==> config.mk <==
export PLATFORM = sky130hd
export DESIGN_NAME = uv_sphere_tessellator
export DESIGN_NICKNAME = d
export VERILOG_FILES = /design/src/rtl/uvs_pkg.sv /design/src/rtl/uv_sphere_tessellator.sv /design/src/rtl/uvs_walker.sv /design/src/rtl/uvs_divider.sv /design/src/rtl/uvs_cordic.sv /design/src/rtl/uvs_engine.sv
export SDC_FILE = /design/constraint.sdc
export NUM_CORES = 2
export LEC_CHECK = 0
export BUFFER_PORTS_ARGS = -buffer_cell sky130_fd_sc_hd__buf_2
export CAP_MARGIN = 20
export CELL_PAD_IN_SITES_DETAIL_PLACEMENT = 0
export CELL_PAD_IN_SITES_GLOBAL_PLACEMENT = 1
export CORE_MARGIN = 10
export CORE_UTILIZATION = 45
export CTS_CLUSTER_DIAMETER = 40
export DETAILED_ROUTE_END_ITERATION = 10
export PLACE_DENSITY_LB_ADDON = 0.1
export SLEW_MARGIN = 20
export SYNTH_ARGS = -nofsm -noshare
export SYNTH_HDL_FRONTEND = slang
export SYNTH_SLANG_ARGS = --single-unit
==> constraint.sdc <==
create_clock -name clk_i -period 23 [get_ports clk_i]
set_clock_uncertainty 0.1 [all_clocks]
set_input_delay 1.15 -clock clk_i [delete_from_list [all_inputs] [get_ports clk_i]]
set_output_delay 1.15 -clock clk_i [all_outputs]
set_load 0.01 [all_outputs]
==> src/rtl/uvs_pkg.sv <==
`timescale 1ns / 1ps
`default_nettype none
package uvs_pkg;
  localparam int SegmentBits = 8;
  localparam int FracBits = 14;
  localparam int CordicSteps = 24;
  localparam int QueueDepth = 2;
  localparam logic [31:0] CordicInvGain = 32'd652032874;
  localparam logic [31:0] VNudge = 32'd42950;

  typedef enum logic [0:0] {
    REG_WIDTH_SEG  = 1'b0,
    REG_HEIGHT_SEG = 1'b1
  } reg_idx_e;

  function automatic logic [31:0] atan_turn(input logic [4:0] i);
    logic [31:0] t;
    begin
      unique case (i)
        5'd0: t = 32'h20000000;
        5'd1: t = 32'h12E4051E;
        5'd2: t = 32'h09FB385B;
        5'd3: t = 32'h051111D4;
        5'd4: t = 32'h028B0D43;
        5'd5: t = 32'h0145D7E1;
        5'd6: t = 32'h00A2F61E;
        5'd7: t = 32'h00517C55;
        5'd8: t = 32'h0028BE53;
        5'd9: t = 32'h00145F2F;
        5'd10: t = 32'h000A2F98;
        5'd11: t = 32'h000517CC;
        5'd12: t = 32'h00028BE6;
        5'd13: t = 32'h000145F3;
        5'd14: t = 32'h0000A2FA;
        5'd15: t = 32'h0000517D;
        5'd16: t = 32'h000028BE;
        5'd17: t = 32'h0000145F;
        5'd18: t = 32'h00000A30;
        5'd19: t = 32'h00000518;
        5'd20: t = 32'h0000028C;
        5'd21: t = 32'h00000146;
        5'd22: t = 32'h000000A3;
        5'd23: t = 32'h00000051;
        default: t = 32'h0;
      endcase
      return t;
    end
  endfunction

  // One vertex as classified by the walker
  typedef struct packed {
    logic [9:0]  row;
    logic [9:0]  col;
    logic [9:0]  w;
    logic [9:0]  h;
    logic [15:0] base;
  } vtx_t;
endpackage
`default_nettype wire

==> src/rtl/uv_sphere_tessellator.sv <==
`timescale 1ns / 1ps
`default_nettype none
// Path from input transaction to result transaction: the walker queue, then
//   three 42-step divisions by the segment counts, two 24-step CORDIC runs,
//   two multiplies, pack. The engine takes a vertex only when idle with no
//   result pending; the walker queues up to two requests.
// Reset: asynchronous, active low; walk returns to the origin, segments 32/16.
module uv_sphere_tessellator #(
  parameter int SEGMENT_BITS = uvs_pkg::SegmentBits,
  parameter int FRAC_BITS = uvs_pkg::FracBits
) (
  input  wire                  clk_i,
  input  wire                  rst_ni,
  input  wire                  s_tvalid_i,
  output logic                 s_tready_o,
  input  wire  [7:0]           s_tdata_i,   // [0] restart
  output logic                 m_tvalid_o,
  input  wire                  m_tready_i,
  // pos_x, pos_y, pos_z, tex_u, tex_v, corner_a..d, 16 bits each from bit 0
  output logic [143:0]         m_tdata_o,
  output logic [1:0]           m_tuser_o,   // [0] upper_tri_valid, [1] lower_tri_valid
  output logic                 m_tlast_o,
  input  wire                  psel,
  input  wire                  penable,
  input  wire                  pwrite,
  input  wire  [2:0]           paddr,
  input  wire  [31:0]          pwdata,
  output logic [31:0]          prdata,
  output logic                 pready
);
  import uvs_pkg::*;

  logic [SEGMENT_BITS-1:0] wseg_q, hseg_q;
  logic cfg_wr;
  logic wr_en, wseg_sel, hseg_sel;
  logic q_valid, q_ready;
  vtx_t q_vtx;

  assign pready = 1'b1;
  assign wr_en = psel && penable && pwrite && pready;
  assign wseg_sel = (paddr == {REG_WIDTH_SEG, 2'b00});
  assign hseg_sel = (paddr == {REG_HEIGHT_SEG, 2'b00});
  assign cfg_wr = wr_en && (wseg_sel || hseg_sel);

  always_ff @(posedge clk_i or negedge rst_ni) begin
    if (!rst_ni) begin
      wseg_q <= SEGMENT_BITS'(32);
      hseg_q <= SEGMENT_BITS'(16);
    end else if (wr_en) begin
      if (wseg_sel) wseg_q <= pwdata[SEGMENT_BITS-1:0];
      else if (hseg_sel) hseg_q <= pwdata[SEGMENT_BITS-1:0];
    end
  end

  always_comb begin
    prdata = '0;
    if (wseg_sel) prdata = 32'(wseg_q);
    else if (hseg_sel) prdata = 32'(hseg_q);
  end

  uvs_walker #(.SEG_BITS(SEGMENT_BITS)) u_walk (
    .clk_i, .rst_ni, .s_tvalid_i, .s_tready_o, .restart_i(s_tdata_i[0]),
    .cfg_wr_i(cfg_wr), .wseg_i(wseg_q), .hseg_i(hseg_q),
    .q_valid_o(q_valid), .q_ready_i(q_ready), .q_vtx_o(q_vtx)
  );

  uvs_engine #(.FRAC(FRAC_BITS)) u_eng (
    .clk_i, .rst_ni, .q_valid_i(q_valid), .q_ready_o(q_ready), .q_vtx_i(q_vtx),
    .m_tvalid_o, .m_tready_i, .m_tdata_o, .m_tuser_o, .m_tlast_o
  );
endmodule
`default_nettype wire

==> src/rtl/uvs_walker.sv <==
`timescale 1ns / 1ps
`default_nettype none
module uvs_walker #(
  parameter int SEG_BITS = uvs_pkg::SegmentBits
) (
  input  wire                    clk_i,
  input  wire                    rst_ni,
  input  wire                    s_tvalid_i,
  output logic                   s_tready_o,
  input  wire                    restart_i,
  input  wire                    cfg_wr_i,
  input  wire  [SEG_BITS-1:0]    wseg_i,
  input  wire  [SEG_BITS-1:0]    hseg_i,
  output logic                   q_valid_o,
  input  wire                    q_ready_i,
  output uvs_pkg::vtx_t          q_vtx_o
);
  import uvs_pkg::*;

  logic [SEG_BITS-1:0] row_q, row_d, col_q, col_d;
  logic [15:0] base_q, base_d;
  logic [SEG_BITS:0] w, h;
  logic [SEG_BITS-1:0] r, c;
  logic [15:0] b;
  logic fire;

  // Queue between the walker and the math back end
  vtx_t q_mem [QueueDepth];
  logic [$clog2(QueueDepth)-1:0] wp_q, rp_q;
  logic [$clog2(QueueDepth):0] cnt_q;

  assign w = (wseg_i < SEG_BITS'(3)) ? (SEG_BITS+1)'(3) : {1'b0, wseg_i};
  assign h = (hseg_i < SEG_BITS'(2)) ? (SEG_BITS+1)'(2) : {1'b0, hseg_i};
  assign s_tready_o = (cnt_q != ($clog2(QueueDepth)+1)'(QueueDepth));
  assign fire = s_tvalid_i && s_tready_o;
  assign r = restart_i ? '0 : row_q;
  assign c = restart_i ? '0 : col_q;
  assign b = restart_i ? '0 : base_q;

  always_comb begin
    row_d = r;
    col_d = c;
    base_d = b;
    if ({1'b0, c} < w) begin
      col_d = c + 1'b1;
    end else if ({1'b0, r} < h) begin
      col_d = '0;
      row_d = r + 1'b1;
      base_d = b + 16'(w) + 16'd1;
    end else begin
      row_d = '0;
      col_d = '0;
      base_d = '0;
    end
  end

  always_ff @(posedge clk_i or negedge rst_ni) begin
    if (!rst_ni) begin
      row_q <= '0;
      col_q <= '0;
      base_q <= '0;
      wp_q <= '0;
      rp_q <= '0;
      cnt_q <= '0;
    end else begin
      if (cfg_wr_i) begin
        row_q <= '0;
        col_q <= '0;
        base_q <= '0;
      end else if (fire) begin
        row_q <= row_d;
        col_q <= col_d;
        base_q <= base_d;
      end
      if (fire) wp_q <= wp_q + 1'b1;
      if (q_valid_o && q_ready_i) rp_q <= rp_q + 1'b1;
      cnt_q <= cnt_q + ($clog2(QueueDepth)+1)'(fire)
               - ($clog2(QueueDepth)+1)'(q_valid_o && q_ready_i);
    end
  end

  always_ff @(posedge clk_i) begin
    if (fire) begin
      q_mem[wp_q] <= '{row: 10'(r), col: 10'(c), w: 10'(w), h: 10'(h), base: b};
    end
  end

  assign q_valid_o = (cnt_q != '0);
  assign q_vtx_o = q_mem[rp_q];
endmodule
`default_nettype wire

==> src/rtl/uvs_divider.sv <==
`timescale 1ns / 1ps
`default_nettype none
// Restoring divider: quotient of num by den, one bit per cycle
module uvs_divider (
  input  wire         clk_i,
  input  wire         rst_ni,
  input  wire         start_i,
  input  wire  [41:0] num_i,
  input  wire  [9:0]  den_i,
  output logic        done_o,
  output logic [41:0] quot_o
);
  logic [41:0] n_q;
  logic [10:0] rem_q;
  logic [9:0] den_q;
  logic [5:0] cnt_q;
  logic busy_q;
  logic [11:0] trial;

  assign trial = {rem_q, n_q[41]} - {2'b0, den_q};

  always_ff @(posedge clk_i or negedge rst_ni) begin
    if (!rst_ni) begin
      busy_q <= 1'b0;
      done_o <= 1'b0;
      cnt_q <= '0;
    end else begin
      done_o <= 1'b0;
      if (start_i) begin
        busy_q <= 1'b1;
        cnt_q <= 6'd42;
      end else if (busy_q) begin
        cnt_q <= cnt_q - 1'b1;
        if (cnt_q == 6'd1) begin
          busy_q <= 1'b0;
          done_o <= 1'b1;
        end
      end
    end
  end

  always_ff @(posedge clk_i) begin
    if (start_i) begin
      n_q <= num_i;
      den_q <= den_i;
      rem_q <= '0;
      quot_o <= '0;
    end else if (busy_q) begin
      n_q <= {n_q[40:0], 1'b0};
      if (!trial[11]) begin
        rem_q <= trial[10:0];
        quot_o <= {quot_o[40:0], 1'b1};
      end else begin
        rem_q <= {rem_q[9:0], n_q[41]};
        quot_o <= {quot_o[40:0], 1'b0};
      end
    end
  end
endmodule
`default_nettype wire

==> src/rtl/uvs_cordic.sv <==
`timescale 1ns / 1ps
`default_nettype none
module uvs_cordic (
  input  wire         clk_i,
  input  wire         rst_ni,
  input  wire         start_i,
  input  wire  [31:0] phase_i,
  output logic        done_o,
  output logic signed [32:0] cos_o,
  output logic signed [32:0] sin_o
);
  import uvs_pkg::*;

  logic signed [32:0] x_q, y_q;
  logic signed [32:0] z_q;
  logic [1:0] quad_q;
  logic [4:0] i_q;
  logic busy_q;
  logic signed [32:0] dx, dy, at;

  assign dx = y_q >>> i_q;
  assign dy = x_q >>> i_q;
  assign at = signed'({1'b0, atan_turn(i_q)});

  always_ff @(posedge clk_i or negedge rst_ni) begin
    if (!rst_ni) begin
      busy_q <= 1'b0;
      done_o <= 1'b0;
      i_q <= '0;
    end else begin
      done_o <= 1'b0;
      if (start_i) begin
        busy_q <= 1'b1;
        i_q <= '0;
      end else if (busy_q) begin
        i_q <= i_q + 1'b1;
        if (i_q == 5'(CordicSteps - 1)) begin
          busy_q <= 1'b0;
          done_o <= 1'b1;
        end
      end
    end
  end

  always_ff @(posedge clk_i) begin
    if (start_i) begin
      quad_q <= phase_i[31:30];
      z_q <= signed'({3'b0, phase_i[29:0]});
      x_q <= signed'({1'b0, CordicInvGain});
      y_q <= '0;
    end else if (busy_q) begin
      if (!z_q[32]) begin
        x_q <= x_q - dx;
        y_q <= y_q + dy;
        z_q <= z_q - at;
      end else begin
        x_q <= x_q + dx;
        y_q <= y_q - dy;
        z_q <= z_q + at;
      end
    end
  end

  always_comb begin
    unique case (quad_q)
      2'd0: begin cos_o = x_q; sin_o = y_q; end
      2'd1: begin cos_o = -y_q; sin_o = x_q; end
      2'd2: begin cos_o = -x_q; sin_o = -y_q; end
      default: begin cos_o = y_q; sin_o = -x_q; end
    endcase
  end
endmodule
`default_nettype wire

==> src/rtl/uvs_engine.sv <==
`timescale 1ns / 1ps
`default_nettype none
module uvs_engine #(
  parameter int FRAC = uvs_pkg::FracBits
) (
  input  wire                clk_i,
  input  wire                rst_ni,
  input  wire                q_valid_i,
  output logic               q_ready_o,
  input  uvs_pkg::vtx_t      q_vtx_i,
  output logic               m_tvalid_o,
  input  wire                m_tready_i,
  output logic [143:0]       m_tdata_o,
  output logic [1:0]         m_tuser_o,
  output logic               m_tlast_o
);
  import uvs_pkg::*;

  typedef enum logic [3:0] {
    S_IDLE, S_DIV_U, S_DIV_V, S_DIV_O, S_COR_T, S_COR_P, S_MUL_X, S_MUL_Z, S_PACK
  } state_e;

  state_e state_q;
  vtx_t v_q;
  logic [32:0] u32_q, vq_q;
  logic [31:0] off_q;
  logic signed [32:0] ct_q, st_q, cp_q, sp_q;
  logic signed [65:0] px_q, pz_q;
  logic dv_start, dv_done, co_start, co_done;
  logic [41:0] dv_num, dv_quot;
  logic [9:0] dv_den;
  logic [31:0] co_phase;
  logic signed [32:0] co_cos, co_sin;
  logic out_full_q;
  logic signed [32:0] mul_a;
  logic signed [65:0] prod;

  assign prod = mul_a * sp_q;

  function automatic logic [15:0] sat_round(input logic signed [66:0] v, input int sh);
    logic signed [66:0] t;
    begin
      t = (v + (67'sd1 <<< (sh - 1))) >>> sh;
      if (t > 67'sd32767) return 16'h7FFF;
      if (t < -67'sd32768) return 16'h8000;
      return t[15:0];
    end
  endfunction

  uvs_divider u_div (
    .clk_i, .rst_ni, .start_i(dv_start), .num_i(dv_num), .den_i(dv_den),
    .done_o(dv_done), .quot_o(dv_quot)
  );
  uvs_cordic u_cor (
    .clk_i, .rst_ni, .start_i(co_start), .phase_i(co_phase),
    .done_o(co_done), .cos_o(co_cos), .sin_o(co_sin)
  );

  assign q_ready_o = (state_q == S_IDLE) && !out_full_q;

  always_comb begin
    dv_start = 1'b0;
    dv_num = '0;
    dv_den = v_q.w;
    co_start = 1'b0;
    co_phase = u32_q[31:0];
    mul_a = ct_q;
    unique case (state_q)
      S_IDLE: begin
        dv_start = q_valid_i && q_ready_o;
        dv_num = {q_vtx_i.col, 32'b0} + 42'(q_vtx_i.w[9:1]);
        dv_den = q_vtx_i.w;
      end
      S_DIV_U: begin
        dv_start = dv_done;
        dv_num = {v_q.row, 32'b0} + 42'(v_q.h[9:1]);
        dv_den = v_q.h;
      end
      S_DIV_V: begin
        dv_start = dv_done;
        dv_num = 42'h80000000 + 42'(v_q.w[9:1]);
        dv_den = v_q.w;
      end
      S_DIV_O: begin
        co_start = dv_done;
        co_phase = u32_q[31:0];
      end
      S_COR_T: begin
        co_start = co_done;
        co_phase = vq_q[32:1];
      end
      S_MUL_Z: mul_a = st_q;
      default: ;
    endcase
  end

  always_ff @(posedge clk_i or negedge rst_ni) begin
    if (!rst_ni) begin
      state_q <= S_IDLE;
      out_full_q <= 1'b0;
    end else begin
      if (m_tvalid_o && m_tready_i) out_full_q <= 1'b0;
      unique case (state_q)
        S_IDLE: if (q_valid_i && q_ready_o) state_q <= S_DIV_U;
        S_DIV_U: if (dv_done) state_q <= S_DIV_V;
        S_DIV_V: if (dv_done) state_q <= S_DIV_O;
        S_DIV_O: if (dv_done) state_q <= S_COR_T;
        S_COR_T: if (co_done) state_q <= S_COR_P;
        S_COR_P: if (co_done) state_q <= S_MUL_X;
        S_MUL_X: state_q <= S_MUL_Z;
        S_MUL_Z: state_q <= S_PACK;
        S_PACK: begin
          out_full_q <= 1'b1;
          state_q <= S_IDLE;
        end
        default: state_q <= S_IDLE;
      endcase
    end
  end

  always_ff @(posedge clk_i) begin
    if (state_q == S_IDLE && q_valid_i && q_ready_o) v_q <= q_vtx_i;
    if (state_q == S_DIV_U && dv_done) u32_q <= dv_quot[32:0];
    if (state_q == S_DIV_V && dv_done) vq_q <= dv_quot[32:0] + 33'(VNudge);
    if (state_q == S_DIV_O && dv_done) off_q <= dv_quot[31:0];
    if (state_q == S_COR_T && co_done) begin
      ct_q <= co_cos;
      st_q <= co_sin;
    end
    if (state_q == S_COR_P && co_done) begin
      cp_q <= co_cos;
      sp_q <= co_sin;
    end
    if (state_q == S_MUL_X) px_q <= prod;
    if (state_q == S_MUL_Z) pz_q <= prod;
  end

  logic signed [34:0] tu;
  logic signed [34:0] tv;
  logic quad;
  logic [15:0] cb, cc;
  logic [143:0] pack;

  always_comb begin
    tu = signed'({2'b0, u32_q});
    if (v_q.row == '0) tu = tu + signed'({3'b0, off_q});
    else if (v_q.row == v_q.h) tu = tu - signed'({3'b0, off_q});
    tv = 35'sh100000000 - signed'({2'b0, vq_q});
    quad = (v_q.row < v_q.h) && (v_q.col < v_q.w);
    cb = v_q.base + 16'(v_q.col);
    cc = cb + 16'(v_q.w) + 16'd1;
    pack = '0;
    pack[15:0] = sat_round(67'(px_q), 60 - FRAC);
    pack[31:16] = sat_round(67'(cp_q), 30 - FRAC);
    pack[47:32] = sat_round(67'(pz_q), 60 - FRAC);
    pack[63:48] = sat_round(67'(tu), 32 - FRAC);
    pack[79:64] = sat_round(67'(tv), 32 - FRAC);
    pack[95:80] = quad ? cb + 16'd1 : 16'd0;
    pack[111:96] = quad ? cb : 16'd0;
    pack[127:112] = quad ? cc : 16'd0;
    pack[143:128] = quad ? cc + 16'd1 : 16'd0;
  end

  always_ff @(posedge clk_i) begin
    if (state_q == S_PACK) begin
      m_tdata_o <= pack;
      m_tuser_o <= {quad && (v_q.row != v_q.h - 10'd1), quad && (v_q.row != '0)};
      m_tlast_o <= (v_q.row == v_q.h) && (v_q.col == v_q.w);
    end
  end

  assign m_tvalid_o = out_full_q;
endmodule
`default_nettype wire
==> impl_results.md <==
- Top cell type by total area after synthesis: fa_1
- Worst Setup Path Type: register to register
- Clock Path Buffers: 3
- GRT Util Overall: 23.4%
- Cell with the most instances after synthesis: inv_1
- Commonest cells in the netlist: 1377 x inv_1, 1152 x fa_1, 1027 x nand2_1
- Synth area leaders: fa_1 26%, edfxtp_1 21%, ha_1 6.5%
- I/O pin total: 232
- Synth Area per Inst: 9.79 sq um
- Hold crit path type: input port to asynchronous set/reset pin
- Startpoint Class: register
- Initial antenna violation count: 6
- Highest clock rate: 0.0850 GHz
- Port Buffer Count: 175
- Die Span X: 463 um
- Clock share of power: 20.8%
- CTS clk-pin slew, worst paths: 0.06 ns
- Dpl hpwl: 179000 um
- Nets: 10700
- Maximum capacitance violations: 0
- Fin crit period: 11.77 ns
- Critical path's top delay family: adder cells
- Layout cells sized above 1: 9.15%
- Routed len/inst: 21.3 um
- Drt first pass iters: 5
- CP Max Fanout: 38
- Htree depth: 4
- Iteration-0 DRC Markers: 3893
- Crit path top cell by count: fa_1
- Post-synth EDFFs: 630
- WP data arrival: 12.21 ns
- Buf+Inv Stages, Crit Path: 8
- Fillers: 18200
- CTS Buf Count: 143
- DIE HEIGHT: 463 um
- RSZ-0062 raised after global routing: no
- Via/cell ratio: 5.39
- GPL Wtd Cong: 0.907
- Crit. End Element: register
- TNS Setup: 0 ns
- Starting density of the core: 45.3%
- GRT Residual Overflow: 0
- Syn Inst Count: 9017
- Final setup viols: 0
- Logic pwr share: 56.1%
- Run status: complete, no violations
- Clk sink count: 815
- CP max stage cell: fa_1
- Switching portion of total power: 43.2%
- Final wirelength: 250000 um
- Vias: 63400
- Placed cell areas: 91600 sq um
- Leak: 0.0434 uW
- Synth top area share: 26.1%
- Post-CTS Hold Fix Bufs: 0
- DIE AREA: 214000 sq um
- Sequential power share: 23.1%
- Register area share after synthesis: 26.0%
- Fin. max-slew vios: 0
- Psw: 4580 uW
- Pint: 6020 uW
- Yosys cell types: 97
- Core Footprint: 195000 sq um
- Largest net degree at the start of global routing: 91
- Vias in the first global route: 67100
- Slowest stage delay, CP: 1.04 ns
- Max-slew headroom: 25.8%
- Slew @ Worst Pin: 1.11 ns
- VDD IR max: 111 uV
- FP Rows: 162
- Final Cell Area: 96800 sq um
- PwrDens: 110 nW/um^2
- Synthesis-to-finish area growth: 9.59%
- First-pass GRT wire length: 396000 um
- Ys flop type: edfxtp_1
- Post-CTS Resized: 0
- Post-route ant nets: 0
- R2r setup slk: 11.23 ns
- Clk root buf: clkbuf_16
- Post-synthesis async set-or-reset flop share: 8.83%
- Worst-Skew Late Latency: 0.83 ns
- Fin. Hold Viols: 0
- Final hold slack: 0.120 ns
- Critical path required time: 23.44 ns
- Setup Fix Bufs, Post-CTS: 0
- Netlist Area Pre-Place: 88300 sq um
- Ys Warns: 0
- Seq cells post-synth: 815
- Residual DRC: 0
- CTS tree: yes
- Fin crit share: 51.2%
-- worst register-to-register path, delay by kind of cell, from the launching register on --
kind	cells	cell delay [ns]
AOI/OAI and AO/OA	8	2.33
DFF	1	0.63
buffers and inverters	8	1.77
and+or+nand+nor	8	1.54
xor gates and xnor gates	1	0.16
adders and majority gates	9	5.01
-- layout by cell type, fill, tap and decap left out, drive strengths merged, types with 34 or more instances in the layout --
cell / synthesis / routed
a211oi: 41 / 41
clkinv: 2 / 47
dfrtp: 70 / 70
ha: 457 / 457
nand2: 1028 / 1028
a21o: 71 / 71
fa: 1152 / 1152
a31oi: 53 / 53
or3: 43 / 43
mux2i: 158 / 158
o31ai: 35 / 35
dfxtp: 113 / 113
mux4: 98 / 98
nand3: 101 / 101
nor2: 555 / 555
inv: 1378 / 1418
nor4: 34 / 34
and2: 600 / 600
a21oi: 310 / 310
xnor2: 294 / 294
buf: 94 / 306
nor2b: 84 / 84
o21a: 46 / 46
edfxtp: 630 / 630
clkbuf: 398 / 160
o21bai: 38 / 38
o21ai: 320 / 320
and3: 59 / 59
nor3: 101 / 101
mux2: 94 / 94
xor2: 171 / 171
nand2b: 51 / 51
nand4: 37 / 37
-- power by group through the flow --
stage | sequential (uW) | combinational, uW | clock, uW
2_1_floorplan | 2280 | 4690 | 0
3_3_place_gp | 2470 | 5870 | 0
3_5_place_dp | 2480 | 5950 | 0
4_1_cts | 2450 | 6000 | 2250
5_1_grt | 2490 | 6760 | 2320
6_report | 2450 | 5950 | 2200
-- metal layers --
metal	GRT usage (%)	up-vias	wire, um
met5	0	-	0
met4	8.06	0	8900
met3	3.96	493	14000
met2	39.9	1848	122000
met1	30.2	31900	106000
li1	-	29100	-
-- sequential cells by signal, summed over array words and instances (netlist names), 21 cells and up --
register,cells
u_eng.sp_q,33
u_eng.u_cor.x_q,33
u_eng.m_tdata_o,144
u_eng.vq_q,33
u_eng.st_q,33
u_eng.u_div.n_q,42
u_eng.v_q,48
u_eng.pz_q,21
u_eng.u_cor.y_q,33
u_eng.u_div.quot_o,33
u_eng.u32_q,33
u_eng.u_cor.z_q,33
u_eng.ct_q,33
u_walk.q_mem,96
u_eng.off_q,32
u_eng.px_q,21
-- final timing paths --
path	end	depth (start not counted)	startpoint
worst max-delay path	u_eng.px_q[65]$_DFFE_PP_	34	u_eng.state_q[1]$_DFFE_PN0P_
worst min-delay path	u_walk.base_q[15]$_DFFE_PN0P_	1	rst_ni
worst max register to register	u_eng.px_q[65]$_DFFE_PP_	34	u_eng.state_q[1]$_DFFE_PN0P_
worst min register to register	u_walk.base_q[15]$_DFFE_PN0P_	1	u_walk.base_q[15]$_DFFE_PN0P_
max in group asynchronous	u_eng.u_cor.i_q[0]$_DFFE_PN0P_	2	rst_ni
min in group clk_i	u_walk.base_q[15]$_DFFE_PN0P_	1	u_walk.base_q[15]$_DFFE_PN0P_
-- cells by family after synthesis --
logic type	Yosys count	synth area share, %
flops	815	26.0
buf+inv	1872	8.16
xor+xnor	465	4.61
compound gates	1116	7.90
mux	350	5.50
simple gates	2788	15.2
other cells	2	0.00851
fa+ha+maj	1609	32.6
-- cell type report --
class                   instances  area [sq um]  share of cell area [%]
multi-input cells            6353         58300                    60.3
flip-flops and latches        815         23000                    23.8
inverters                    1380          5180                    5.35
clock buffers                 160          3660                    3.78
well taps                    2624          3280                    3.39
repair buffers                306          1860                    1.92
clock inverters               107          1450                    1.50
diodes                          5          12.5                  0.0129
-- per-stage QoR --
stage | total power [uW] | std cells | util (%) | setup slack [ns]
2_1_floorplan | 6970 | 9040 | - | 6.07
3_3_place_gp | 8340 | 11500 | 47.0 | 11.11
3_5_place_dp | 8420 | 11500 | 47.0 | 11.12
4_1_cts | 10700 | 11700 | 49.6 | 11.05
5_1_grt | 11600 | 11700 | 49.6 | 10.45
6_report | 10600 | 11800 | 49.6 | 11.23
Power figures use the tool's default switching activity.
